--- src/acsd_pkg.sv ---
`timescale 1ns / 1ps
`default_nettype none
// ----------------------------------------------------------------------------
// acsd_pkg
// Shared types and constants of the ADC channel scan decoder.
// ----------------------------------------------------------------------------
package acsd_pkg;

    localparam int SETUP_REGS  = 4;
    localparam int SETUP_W     = 13;
    localparam int ENABLE_BIT  = 12;
    localparam int SPEED_HI    = 11;
    localparam int SPEED_LO    = 8;
    localparam int SELECT_W    = 8;
    localparam int RAW_W       = 32;
    localparam int COUNT_W     = 25;
    localparam int CHAN_OUT_W  = 2;
    localparam int ADDR_W      = 4;
    localparam int DATA_W      = 32;
    localparam int OUT_TDATA_W = 72;

    localparam logic [1:0] REG_CHAN0_SETUP = 2'd0;
    localparam logic [1:0] REG_CHAN1_SETUP = 2'd1;
    localparam logic [1:0] REG_CHAN2_SETUP = 2'd2;
    localparam logic [1:0] REG_CHAN3_SETUP = 2'd3;

    localparam logic signed [COUNT_W-1:0] PEAK_RESET = {1'b1, {(COUNT_W-1){1'b0}}};

    typedef logic [SETUP_W-1:0]        setup_t;
    typedef logic signed [COUNT_W-1:0] count_t;

    typedef struct packed {
        setup_t [SETUP_REGS-1:0] setup;
    } cfg_t;

endpackage
`default_nettype wire

--- src/adc_channel_scan_decoder.sv ---
`timescale 1ns / 1ps
`default_nettype none
// ----------------------------------------------------------------------------
// adc_channel_scan_decoder
// Decodes converter transfer words, tracks per-channel peaks and selects the
// next channel of a round-robin scan.
// ----------------------------------------------------------------------------
// Each request on the slave stream is one 32-bit converter word. The block
// credits its decoded count to the current channel, updates that channel's
// peak, and emits one request on the master stream with the command bytes of
// the next enabled channel, which then becomes current. When no channel is
// enabled the word is consumed and no request is emitted.
// The datapath is an input register followed by a result register, and one
// word can be taken every cycle unless the receiver stalls. The round-robin
// pick over the enable bits and the peak compare sit in the single stage
// between the two registers. When the receiver stalls, the result register
// holds its request and the input register still takes one more word; the
// slave side then stalls too. Reset clears all setup registers, selects
// channel 0 and sets every peak to the most negative count. Setup must
// be written over APB only while the stream is idle; the block does not enforce it.
// ----------------------------------------------------------------------------
module adc_channel_scan_decoder #(
    parameter int CHANNELS = 4
) (
    input  wire logic                             clk,
    input  wire logic                             rst_n,
    input  wire logic                             psel,
    input  wire logic                             penable,
    input  wire logic                             pwrite,
    input  wire logic [acsd_pkg::ADDR_W-1:0]      paddr,
    input  wire logic [acsd_pkg::DATA_W-1:0]      pwdata,
    output logic      [acsd_pkg::DATA_W-1:0]      prdata,
    output logic                                  pready,
    input  wire logic                             s_tvalid,
    output logic                                  s_tready,
    // raw_word[31:0]
    input  wire logic [acsd_pkg::RAW_W-1:0]       s_tdata,
    output logic                                  m_tvalid,
    input  wire logic                             m_tready,
    // sample_channel[1:0], sample_count[26:2], new_peak[27], peak_value[52:28],
    // next_channel[54:53], select_byte[62:55], speed_byte[70:63], zero[71]
    output logic      [acsd_pkg::OUT_TDATA_W-1:0] m_tdata,
    // sample_valid[0]
    output logic                                  m_tuser
);

    localparam int CW = $clog2(CHANNELS);

    acsd_pkg::cfg_t              cfg;
    acsd_pkg::setup_t            chan_setup [CHANNELS];
    logic [CHANNELS-1:0]         en_vec;

    logic                        s1_valid_reg;
    logic [acsd_pkg::RAW_W-1:0]  s1_word_reg;
    logic                        m_valid_reg;
    logic [acsd_pkg::OUT_TDATA_W-1:0] m_data_reg;
    logic                        m_user_reg;
    logic [CW-1:0]               cur_reg;
    logic [CW-1:0]               cur_next;
    acsd_pkg::count_t            peak_reg [CHANNELS];

    logic                        advance;
    logic                        process_item;
    logic                        found;
    logic [CW:0]                 cand;
    acsd_pkg::count_t            count;
    acsd_pkg::count_t            cur_peak;
    acsd_pkg::count_t            peak_out;
    logic                        cur_enabled;
    logic                        peak_flag;
    acsd_pkg::setup_t            nxt_setup;
    logic [acsd_pkg::OUT_TDATA_W-1:0] result;

    acsd_regs #(
        .CHANNELS (CHANNELS)
    ) u_regs (
        .clk     (clk),
        .rst_n   (rst_n),
        .psel    (psel),
        .penable (penable),
        .pwrite  (pwrite),
        .paddr   (paddr),
        .pwdata  (pwdata),
        .prdata  (prdata),
        .pready  (pready),
        .cfg     (cfg)
    );

    // Channels without a setup register stay disabled.
    for (genvar g = 0; g < CHANNELS; g++)
    begin : g_chan
        if (g < acsd_pkg::SETUP_REGS)
        begin : g_setup
            assign chan_setup[g] = cfg.setup[g];
        end
        else
        begin : g_none
            assign chan_setup[g] = '0;
        end
        assign en_vec[g] = chan_setup[g][acsd_pkg::ENABLE_BIT];
    end

    assign advance      = !m_valid_reg || m_tready;
    assign s_tready     = !s1_valid_reg || advance;
    assign process_item = s1_valid_reg && advance;

    // Round-robin search starting after the current channel, current last.
    always_comb
    begin
        found    = 1'b0;
        cur_next = '0;
        cand     = '0;
        for (int i = 1; i <= CHANNELS; i++)
        begin
            cand = {1'b0, cur_reg} + (CW+1)'(i);
            if (cand >= (CW+1)'(CHANNELS))
            begin
                cand = cand - (CW+1)'(CHANNELS);
            end
            if (!found && en_vec[cand[CW-1:0]])
            begin
                found    = 1'b1;
                cur_next = cand[CW-1:0];
            end
        end
    end

    // Bit 29 high means a non-negative count; low means the count minus 2^24.
    assign count       = {~s1_word_reg[29], s1_word_reg[28:5]};
    assign cur_enabled = en_vec[cur_reg];
    assign cur_peak    = peak_reg[cur_reg];
    assign peak_flag   = cur_enabled && (count > cur_peak);
    assign nxt_setup   = chan_setup[cur_next];

    always_comb
    begin
        if (!cur_enabled)
        begin
            peak_out = '0;
        end
        else if (peak_flag)
        begin
            peak_out = count;
        end
        else
        begin
            peak_out = cur_peak;
        end
    end

    assign result = {
        1'b0,
        nxt_setup[acsd_pkg::SPEED_HI:acsd_pkg::SPEED_LO], 4'b0000,
        nxt_setup[acsd_pkg::SELECT_W-1:0],
        acsd_pkg::CHAN_OUT_W'(cur_next),
        peak_out,
        peak_flag,
        count,
        acsd_pkg::CHAN_OUT_W'(cur_reg)
    };

    always_ff @(posedge clk or negedge rst_n)
    begin
        if (!rst_n)
        begin
            s1_valid_reg <= 1'b0;
        end
        else if (s_tvalid && s_tready)
        begin
            s1_valid_reg <= 1'b1;
        end
        else if (advance)
        begin
            s1_valid_reg <= 1'b0;
        end
    end

    always_ff @(posedge clk)
    begin
        if (s_tvalid && s_tready)
        begin
            s1_word_reg <= s_tdata;
        end
    end

    always_ff @(posedge clk or negedge rst_n)
    begin
        if (!rst_n)
        begin
            m_valid_reg <= 1'b0;
            cur_reg     <= '0;
            for (int i = 0; i < CHANNELS; i++)
            begin
                peak_reg[i] <= acsd_pkg::PEAK_RESET;
            end
        end
        else if (process_item && found)
        begin
            m_valid_reg <= 1'b1;
            cur_reg     <= cur_next;
            if (peak_flag)
            begin
                peak_reg[cur_reg] <= count;
            end
        end
        else if (advance)
        begin
            m_valid_reg <= 1'b0;
        end
    end

    always_ff @(posedge clk)
    begin
        if (process_item && found)
        begin
            m_data_reg <= result;
            m_user_reg <= cur_enabled;
        end
    end

    assign m_tvalid = m_valid_reg;
    assign m_tdata  = m_data_reg;
    assign m_tuser  = m_user_reg;

endmodule
`default_nettype wire

--- src/acsd_regs.sv ---
`timescale 1ns / 1ps
`default_nettype none
// ----------------------------------------------------------------------------
// acsd_regs
// APB register file holding the per-channel setup words.
// ----------------------------------------------------------------------------
module acsd_regs #(
    parameter int CHANNELS = 4
) (
    input  wire logic                         clk,
    input  wire logic                         rst_n,
    input  wire logic                         psel,
    input  wire logic                         penable,
    input  wire logic                         pwrite,
    input  wire logic [acsd_pkg::ADDR_W-1:0]  paddr,
    input  wire logic [acsd_pkg::DATA_W-1:0]  pwdata,
    output logic      [acsd_pkg::DATA_W-1:0]  prdata,
    output logic                              pready,
    output acsd_pkg::cfg_t                    cfg
);

    acsd_pkg::setup_t setup_reg [acsd_pkg::SETUP_REGS];
    logic [1:0]       reg_index;
    logic             wr_en;

    assign reg_index = paddr[acsd_pkg::ADDR_W-1:2];
    assign wr_en     = psel && penable && pwrite && (int'(reg_index) < CHANNELS);
    assign pready    = 1'b1;

    always_ff @(posedge clk or negedge rst_n)
    begin
        if (!rst_n)
        begin
            for (int i = 0; i < acsd_pkg::SETUP_REGS; i++)
            begin
                setup_reg[i] <= '0;
            end
        end
        else if (wr_en)
        begin
            setup_reg[reg_index] <= pwdata[acsd_pkg::SETUP_W-1:0];
        end
    end

    always_comb
    begin
        unique case (reg_index)
            acsd_pkg::REG_CHAN0_SETUP: prdata = 32'(setup_reg[0]);
            acsd_pkg::REG_CHAN1_SETUP: prdata = 32'(setup_reg[1]);
            acsd_pkg::REG_CHAN2_SETUP: prdata = 32'(setup_reg[2]);
            acsd_pkg::REG_CHAN3_SETUP: prdata = 32'(setup_reg[3]);
            default:                   prdata = '0;
        endcase
    end

    always_comb
    begin
        for (int i = 0; i < acsd_pkg::SETUP_REGS; i++)
        begin
            cfg.setup[i] = setup_reg[i];
        end
    end

endmodule
`default_nettype wire

--- config.mk ---
export PLATFORM = sky130hd
export DESIGN_NAME = adc_channel_scan_decoder
export DESIGN_NICKNAME = d
export VERILOG_FILES = /design/src/acsd_pkg.sv /design/src/adc_channel_scan_decoder.sv /design/src/acsd_regs.sv
export SDC_FILE = /design/constraint.sdc
export NUM_CORES = 1
export LEC_CHECK = 0
export ABC_CLOCK_PERIOD_IN_PS = 10920
export BUFFER_PORTS_ARGS = -buffer_cell sky130_fd_sc_hd__buf_2
export CELL_PAD_IN_SITES_DETAIL_PLACEMENT = 1
export CELL_PAD_IN_SITES_GLOBAL_PLACEMENT = 1
export CORE_ASPECT_RATIO = 1.25
export CORE_UTILIZATION = 27
export CTS_CLUSTER_DIAMETER = 80
export CTS_CLUSTER_SIZE = 12
export DETAILED_ROUTE_END_ITERATION = 10
export PLACE_DENSITY = 0.54
export SLEW_MARGIN = 30
export SYNTH_ARGS = -nofsm -noshare
export SYNTH_HDL_FRONTEND = slang
export SYNTH_SLANG_ARGS = --single-unit
--- constraint.sdc ---
create_clock -name clk -period 10.92 [get_ports clk]
set_input_delay 1.638 -clock clk [delete_from_list [all_inputs] [get_ports clk]]
set_output_delay 1.638 -clock clk [all_outputs]
set_load 0.02 [all_outputs]
==> results.yml, run 1 <==
status:
  status: "complete, no violations"
drt:
  drt_iter0_drc: 205
  via_count: 6497
  vias_per_cell: 4.534
  wirelength_mm: 28.32
  ant_nets: 0
  firstDrtPassIters: 4
  avgRoutedWirePerCell_um: 19.76
  drc: 0
floorplanning:
  coreArea_um2: 42360
  initial_utilization_pct: 27.61
  die_area_um2: 44160
  ios: 183
  fp.dieW_um: 188.2
  die_y_um: 234.7
  rows: 84
clock_tree:
  htree_num_levels: 1
  cts.repair.resized: 0
  clock_path_buffers: 3
  cts-root-buf: "clkbuf_16"
  cts_hold_buf: 0
  cts_made_buffers: 26
  cts_sinks: 249
  insertion_delay_ps: 540
  tritoncts: "yes"
  cts_setup_buffers: 0
  cts.clk_slew.worst_paths_ps: 60
logic_synthesis:
  synth_most_common_cell: "dfrtp_1"
  synthAdderAreaFrac_pct: 3.102
  synthTopCellsByCount: "152 x dfrtp_1, 93 x edfxtp_1, 79 x mux2_4"
  ys.flop_type: "dfrtp_1"
  async_flop_share_pct: 62.65
  ys_ff_latch: 249
  synth_compound_area_share_pct: 1.904
  synth-edff-count: 93
  yosysSeqAreaShare_pct: 57.30
  syn_avg_cell_area_um2: 16.27
  yosysTopAreaCellShare_pct: 32.52
  synthSimpleGateAreaFrac_pct: 3.466
  muxShareOfSynthArea_pct: 29.93
  yosys-top-cells-area: "dfrtp_1 33%, edfxtp_1 24%, mux2_4 10%"
  synth_largest_area_cell: "dfrtp_1"
  synth_warnings: 0
  synth_cell_types: 44
  synth_area_um2: 11700
  synth_xor_area_share_pct: 0
  syn_inst: 719
  synth_top_family_by_area: "multiplexers"
placed_design:
  dpl_worst_slack_ps: 6050
  place_area_um2: 12900
  place_hpwl_mm: 17.15
  gp_congestion: 0.7037
  io_buffers: 129
  placed_cells: 1386
layout:
  drive_gt1_share_pct: 45.19
  diodes: 0
  syn2layout_area_growth_pct: 16.87
  fillers: 4473
  largest_reg_flops: 100
  stdcell_count: 1433
  final_nets: 959
  post-route-util_pct: 32.27
  stdcell_area_um2: 13670
worst_setup_path:
  endpoint_kind: "flop"
  path_class: "flop to flop"
  startpoint_type: "flop"
  critical_path.max_fanout: 37
  cp_data_required_time_ps: 11350
  crit_arrival_ps: 5160
global_routing:
  overflow: 0
  grt_pass1_vias: 7244
  grt_usage_pct: 13.13
  grt_pass1_wl_mm: 45.09
  grt_max_degree: 84
  antenna_found_initial: 2
timing:
  timing.final.crit_share_pct: 43.32
  slew_headroom_pct: 36.32
  slew_violations: 0
  final.setup_skew_ps: 19.68
  finalHoldViolCount: 0
  fin_crit_ps: 4731
  tightest_slew_ps: 954.2
  timing.setup.tns_ps: 0
  postLayoutSetupSlackWorst_ps: 6189
  setup_viol_count_final: 0
  fmax_mhz: 211.4
  rsz0062_at_grt: "false"
pwr:
  irDropWorstVdd_v: 0.0001640
  power_frac_comb_pct: 43.2
  power_density_nw_per_um2: 309.5
  clkPwrFrac_pct: 19.9
  p_leak_nw: 5.807
  power.net_switching_mw: 1.533
  seqPwrFrac_pct: 36.9
  swShare_pct: 36.23
  internal-power_mw: 2.698
flow_run:
  maxCapViolCount: 0
worst_hold_path:
  hp-class: "flop to flop"
-- worst max-delay path, stage by stage, from the launching register on --
cell and delay [ps]:
dfrtp_2 340, buf_4 600, mux4_2 620, inv_1 70
ha_1 160, nand4_1 150, or4_1 650, o21ai_1 420
a311oi_4 240, nor2_4 570, buf_4 400, mux2_2 370
-- worst paths after layout --
kind | startpoint | endpoint | slack (ps) | cells past startpoint
max reg2reg | cur_reg[0]$_DFFE_PN0P_ | peak_reg[28]$_DFFE_PN0P_ | 6190 | 11
max | cur_reg[0]$_DFFE_PN0P_ | peak_reg[28]$_DFFE_PN0P_ | 6190 | 11
min in group asynchronous | rst_n | peak_reg[79]$_DFFE_PN0P_ | 1160 | 1
min | peak_reg[13]$_DFFE_PN0P_ | peak_reg[13]$_DFFE_PN0P_ | 490 | 1
max in group asynchronous | rst_n | u_regs.cfg[8]$_DFFE_PN0P_ | 8520 | 2
min reg2reg | peak_reg[13]$_DFFE_PN0P_ | peak_reg[13]$_DFFE_PN0P_ | 490 | 1
-- per-layer routing --
| metal | up-vias | track usage [%] | routed length [um] |
|---|---|---|---|
| li1 | 2891 | - | - |
| met4 | 4 | 2.882 | 427 |
| met3 | 34 | 3.181 | 1584 |
| met1 | 3438 | 17.28 | 12620 |
| met2 | 130 | 21.74 | 13660 |
| met5 | - | 0 | 29 |
-- placed cells by master, fill, tap and decap left out, types with 11 or more instances in the layout --
master,Yosys,layout
mux2_4,79,79
buf_4,26,11
nor2_1,37,37
conb_1,2,25
inv_1,32,32
buf_2,6,128
mux2_2,74,74
edfxtp_1,93,93
clkbuf_16,0,27
a21oi_1,13,11
nand2_1,19,19
ha_1,29,29
mux4_2,51,51
dfrtp_1,152,151
clkbuf_1,11,16
mux2i_1,31,31
-- kinds of logic (layout without fill, tap and decap cells) --
family,count (synthesis),in the layout
other cells,2,25
mux,237,237
fa+ha+maj,29,29
simple gates,82,82
flops,249,249
compound gates,32,32
buf+inv,88,220
-- power by group through the flow --
stage | clock network (mW) | registers, mW | logic, mW
floorplan | 0 | 1.68 | 1.24
global placement | 0 | 1.57 | 1.85
detailed placement | 0 | 1.57 | 1.87
CTS | 0.880 | 1.56 | 1.88
global route | 0.906 | 1.61 | 2.01
finish | 0.842 | 1.56 | 1.83
-- through the flow --
| step | power [mW] | hold WS, ps |
|---|---|---|
| after floorplan | 2.922 | 452.6 |
| after global placement | 3.419 | 464.5 |
| after detailed placement | 3.446 | 473.8 |
| after CTS | 4.319 | 488.6 |
| after global routing | 4.521 | 520.8 |
| final | 4.231 | 487.9 |
-- layout make-up --
class | instances | area [um^2] | area share (%)
Sequential cell | 249 | 6703 | 49.03
Timing Repair Buffer | 141 | 745.7 | 5.455
Tap cell | 559 | 699.4 | 5.117
Clock inverter | 4 | 31.28 | 0.2288
Inverter | 32 | 120.1 | 0.8787
Multi-Input combinational cell | 405 | 4634 | 33.90
Clock buffer | 43 | 735.7 | 5.382
Note: power is estimated with default switching activity, not from simulation.
==> inputs of run 2 (changes only) <==
Settings changed: ABC_CLOCK_PERIOD_IN_PS 10920 to 4760.
Clock period 10.92 ns to 4.76 ns, I/O delays scaled along.
==> results.yml, run 2 (synthesis gave the netlist of run 1 again) <==
status:
  status: "complete, no violations"
floorplanning:
  fp.dieW_um: 188.2
  die_area_um2: 44160
  die_y_um: 234.7
  ios: 183
  initial_utilization_pct: 27.61
  coreArea_um2: 42360
  rows: 84
timing:
  finalHoldViolCount: 0
  final.setup_skew_ps: 11.14
  slew_violations: 0
  rsz0062_at_grt: "false"
  fin_crit_ps: 4142
  slew_headroom_pct: 38.03
  fmax_mhz: 241.5
  timing.setup.tns_ps: 0
  hold_slack_ps: 207.4
  tightest_slew_ps: 929.6
  setup_viol_count_final: 0
  timing.final.crit_share_pct: 87.01
pwr:
  p_leak_nw: 5.878
  irDropWorstVdd_v: 0.0003331
  power_density_nw_per_um2: 714.1
drt:
  avgRoutedWirePerCell_um: 19.70
  drt_iter0_drc: 255
  via_count: 6457
  wirelength_mm: 28.39
  ant_nets: 0
  drc: 0
  firstDrtPassIters: 4
  vias_per_cell: 4.481
worst_setup_path:
  startpoint_type: "flop"
  critical_path.max_fanout: 15
  max_stage_delay_ps: 610
  crit_arrival_ps: 4570
  cp_data_required_time_ps: 5190
  cp_cell_sequence: "buf_4, mux4_2, inv_1, ha_1, nand4_1, or4_1, o21ai_1, a311oi_4, nor2_4, buf_12, mux2_4"
  endpoint_kind: "flop"
  crit_slowest_cell: "or4_1"
  path_class: "flop to flop"
  r2r_setup_slack_ps: 620
global_routing:
  grt_pass1_vias: 7273
  grt_pass1_wl_mm: 44.68
  grt_usage_pct: 13.14
  antenna_found_initial: 5
  grt_max_degree: 92
  overflow: 0
clock_tree:
  cts_hold_buf: 0
  cts-root-buf: "clkbuf_16"
  cts_setup_buffers: 0
  cts.repair.resized: 0
  htree_num_levels: 1
  clock_path_buffers: 3
  cts_sinks: 249
  tritoncts: "yes"
  cts_made_buffers: 26
  insertion_delay_ps: 540
  cts.clk_slew.worst_paths_ps: 70
layout:
  syn2layout_area_growth_pct: 18.37
  register_area_um2: 6703
  layout_common_cells: "151 x dfrtp_1, 128 x buf_2, 93 x edfxtp_1"
  stdcell_area_um2: 13840
  diodes: 0
  multiInputGateArea_um2: 4626
  largest_reg_flops: 100
  stdcell_count: 1441
  fillers: 4435
  final_common_cell: "dfrtp_1"
  drive_gt1_share_pct: 45.69
  final_nets: 968
placed_design:
  gp_congestion: 0.7114
  io_buffers: 129
  place_hpwl_mm: 18.22
  placed_cells: 1395
  place_area_um2: 13070
flow_run:
  maxCapViolCount: 0
worst_hold_path:
  hp-class: "input pin to asynchronous set/reset pin"
==> run 2: worst max-delay path: cells and delay by family, from the launching register on <==
| family | cells | cell delay (ps) |
|---|---|---|
| DFF | 1 | 530 |
| buffers and inverters | 3 | 570 |
| adders and majority gates | 1 | 140 |
| muxes | 2 | 850 |
| AOI/OAI and AO/OA | 2 | 660 |
| and+or+nand+nor | 3 | 1250 |
==> run 2: power by group <==
part           total [mW]  switching (mW)  internal [mW]  leakage, nW
clock network        1.94           0.871           1.07        0.374
registers            3.59           0.408           3.18         2.85
logic                4.36            2.26           2.09         2.65
total                9.89            3.54           6.35         5.88
==> run 2: per-stage QoR <==
step	power, mW	utilization, %	worst slack (ps)
floorplan	6.689	-	530.1
global placement	8.000	30.78	574.9
detailed placement	8.086	30.85	538.3
CTS	10.12	32.68	525.0
global route	10.57	32.69	364.5
finish	9.887	32.69	618.4
==> run 2: final timing paths <==
| path | startpoint | end | cells past startpoint |
|---|---|---|---|
| min in group clk | s_tdata[10] | s1_word_reg[10]$_DFFE_PP_ | 1 |
| min reg2reg | peak_reg[27]$_DFFE_PN0P_ | peak_reg[27]$_DFFE_PN0P_ | 1 |
| min | rst_n | peak_reg[57]$_DFFE_PN0P_ | 1 |
| max in group asynchronous | rst_n | u_regs.cfg[23]$_DFFE_PN0P_ | 2 |
| max reg2reg | cur_reg[0]$_DFFE_PN0P_ | peak_reg[93]$_DFFE_PN0P_ | 11 |
| max | cur_reg[0]$_DFFE_PN0P_ | peak_reg[93]$_DFFE_PN0P_ | 11 |
==> run 2: area by class of cell <==
type / count / share of cell area (%)
Clock buffer: 43 / 5.386
Clock inverter: 3 / 0.2259
Inverter: 32 / 0.8676
Multi-Input combinational cell: 405 / 33.41
Sequential cell: 249 / 48.41
Tap cell: 559 / 5.052
Timing Repair Buffer: 150 / 6.643
==> run 2: metal layers <==
| metal | global-route usage, % | wire length [um] |
|---|---|---|
| met1 | 16.52 | 12010 |
| met2 | 22.21 | 14110 |
| met3 | 3.465 | 1649 |
| met4 | 3.424 | 554 |
| met5 | 0 | 62 |
==> inputs of run 3 (changes only) <==
Settings changed: CORE_UTILIZATION 27 to 40, PLACE_DENSITY 0.54 to 0.73.
==> results.yml, run 3 (synthesis gave the netlist of run 1 again) <==
status:
  status: "complete, no violations"
drt:
  ant_nets: 0
  drt_iter0_drc: 194
  drc: 0
  via_count: 6457
  avgRoutedWirePerCell_um: 20.46
  vias_per_cell: 5.072
  firstDrtPassIters: 4
  wirelength_mm: 26.04
placed_design:
  place_area_um2: 12840
  placed_cells: 1228
  io_buffers: 129
  place_hpwl_mm: 16.82
  gp_congestion: 0.7334
clock_tree:
  clock_path_buffers: 3
  cts_setup_buffers: 0
  cts.clk_slew.worst_paths_ps: 60
  cts-root-buf: "clkbuf_16"
  tritoncts: "yes"
  cts_hold_buf: 0
  cts_made_buffers: 24
  htree_num_levels: 1
  cts_sinks: 249
  cts.repair.resized: 0
  insertion_delay_ps: 520
floorplanning:
  die_area_um2: 29930
  coreArea_um2: 28580
  fp.dieW_um: 154.9
  rows: 69
  ios: 183
  die_y_um: 193.2
  initial_utilization_pct: 40.93
worst_hold_path:
  hp-class: "input pin to asynchronous set/reset pin"
worst_setup_path:
  cp_data_required_time_ps: 5160
  endpoint_kind: "flop"
  crit_arrival_ps: 4410
  crit_slowest_cell: "a311oi_4"
  path_class: "flop to flop"
  cp_cell_sequence: "buf_4, mux4_2, inv_1, ha_1, a21oi_1, o21ai_0, a2111oi_2, o21ai_1, a311oi_4, nor2_4, buf_4, mux2_4"
  startpoint_type: "flop"
  max_stage_delay_ps: 610
  path_common_cell: "buf_4"
  critical_path.max_fanout: 19
timing:
  finalHoldViolCount: 0
  timing.final.crit_share_pct: 84.13
  fin_crit_ps: 4005
  tightest_slew_ps: 852.8
  setup_viol_count_final: 0
  timing.setup.tns_ps: 0
  final.setup_skew_ps: 10.49
  rsz0062_at_grt: "false"
  slew_violations: 0
  fmax_mhz: 249.7
  slew_headroom_pct: 43.15
flow_run:
  maxCapViolCount: 0
layout:
  stdcell_count: 1273
  post-route-util_pct: 47.39
  multiInputGateArea_um2: 4618
  syn2layout_area_growth_pct: 15.78
  final_common_cell: "dfrtp_1"
  stdcell_area_um2: 13540
  drive_gt1_share_pct: 45.24
  layout_common_cells: "151 x dfrtp_1, 128 x buf_2, 93 x edfxtp_1"
  final_nets: 968
  fillers: 2811
  largest_reg_flops: 100
  register_area_um2: 6703
pwr:
  internal-power_mw: 6.203
  power.net_switching_mw: 3.438
  seqPwrFrac_pct: 37.1
  power_frac_comb_pct: 44.5
  irDropWorstVdd_v: 0.0004240
  p_leak_nw: 5.838
  clkPwrFrac_pct: 18.4
  power_density_nw_per_um2: 712.0
  swShare_pct: 35.66
global_routing:
  antenna_found_initial: 2
  grt_pass1_wl_mm: 41.58
  overflow: 0
  grt_usage_pct: 18.09
  grt_max_degree: 84
  grt_pass1_vias: 7278
[run 3: cell types whose count changed in the layout (fill, tap and decap cells not counted), moves of 2 or more]
cell | before | now
buf_4 | 13 | 16
clkbuf_8 | 2 | 0
clkbuf_16 | 27 | 25
clkbuf_1 | 15 | 18
inv_8 | 2 | 0
[run 3: worst max-delay path, delay by kind of cell, from the launching register on]
family	cells	cell delay [ps]
buffers and inverters	3	650
AND/OR/NAND/NOR	1	190
adder cells (fa/ha/maj)	1	250
AO/OA/AOI/OAI	5	1530
flip-flops	1	380
multiplexers	2	880
[run 3: cell type report]
type,instances,share of cell area [%]
Multi-Input combinational cell,405,34.10
Sequential cell,249,49.50
Antenna cell,1,0.01848
Timing Repair Buffer,152,6.736
Clock inverter,1,0.03696
Tap cell,390,3.603
Clock buffer,43,5.119
Inverter,32,0.8870
[run 3: worst paths after layout]
path                                     startpoint                   endpoint  slack (ps)  cells after the start
min in group clk                        s_tdata[29]  s1_word_reg[29]$_DFFE_PP_         360                      1
hold reg to reg            peak_reg[13]$_DFFE_PN0P_   peak_reg[13]$_DFFE_PN0P_         490                      1
max in group asynchronous                     rst_n   peak_reg[65]$_DFFE_PN0P_        3630                      2
setup reg to reg             cur_reg[0]$_DFFE_PN0P_   peak_reg[57]$_DFFE_PN0P_         760                     12
hold / removal                                rst_n   peak_reg[29]$_DFFE_PN0P_         230                      1
setup / recovery             cur_reg[0]$_DFFE_PN0P_   peak_reg[57]$_DFFE_PN0P_         760                     12
[run 3: through the flow]
stage	total power, mW	worst slack, ps	hold slack, ps
CTS	9.804	711.0	267.0
floorplan	6.689	530.1	418.4
finish	9.641	755.3	231.2
global placement	7.813	767.6	462.4
global route	10.27	496.6	294.8
detailed placement	7.952	755.5	474.4
[run 3: power groups by stage]
stage / Sequential (mW) / Combinational (mW) / Clock (mW)
2_1_floorplan: 3.84 / 2.85 / 0
3_3_place_gp: 3.56 / 4.25 / 0
3_5_place_dp: 3.60 / 4.35 / 0
4_1_cts: 3.58 / 4.37 / 1.85
5_1_grt: 3.67 / 4.69 / 1.91
6_report: 3.57 / 4.29 / 1.78
[run 3: metal layers]
metal | up-vias | GRT usage (%) | routed length [um]
li1 | 2910 | - | -
met1 | 3380 | 21.95 | 10680
met5 | - | 0 | 13
met4 | 2 | 4.455 | 468
met2 | 130 | 32.67 | 13510
met3 | 35 | 3.934 | 1370
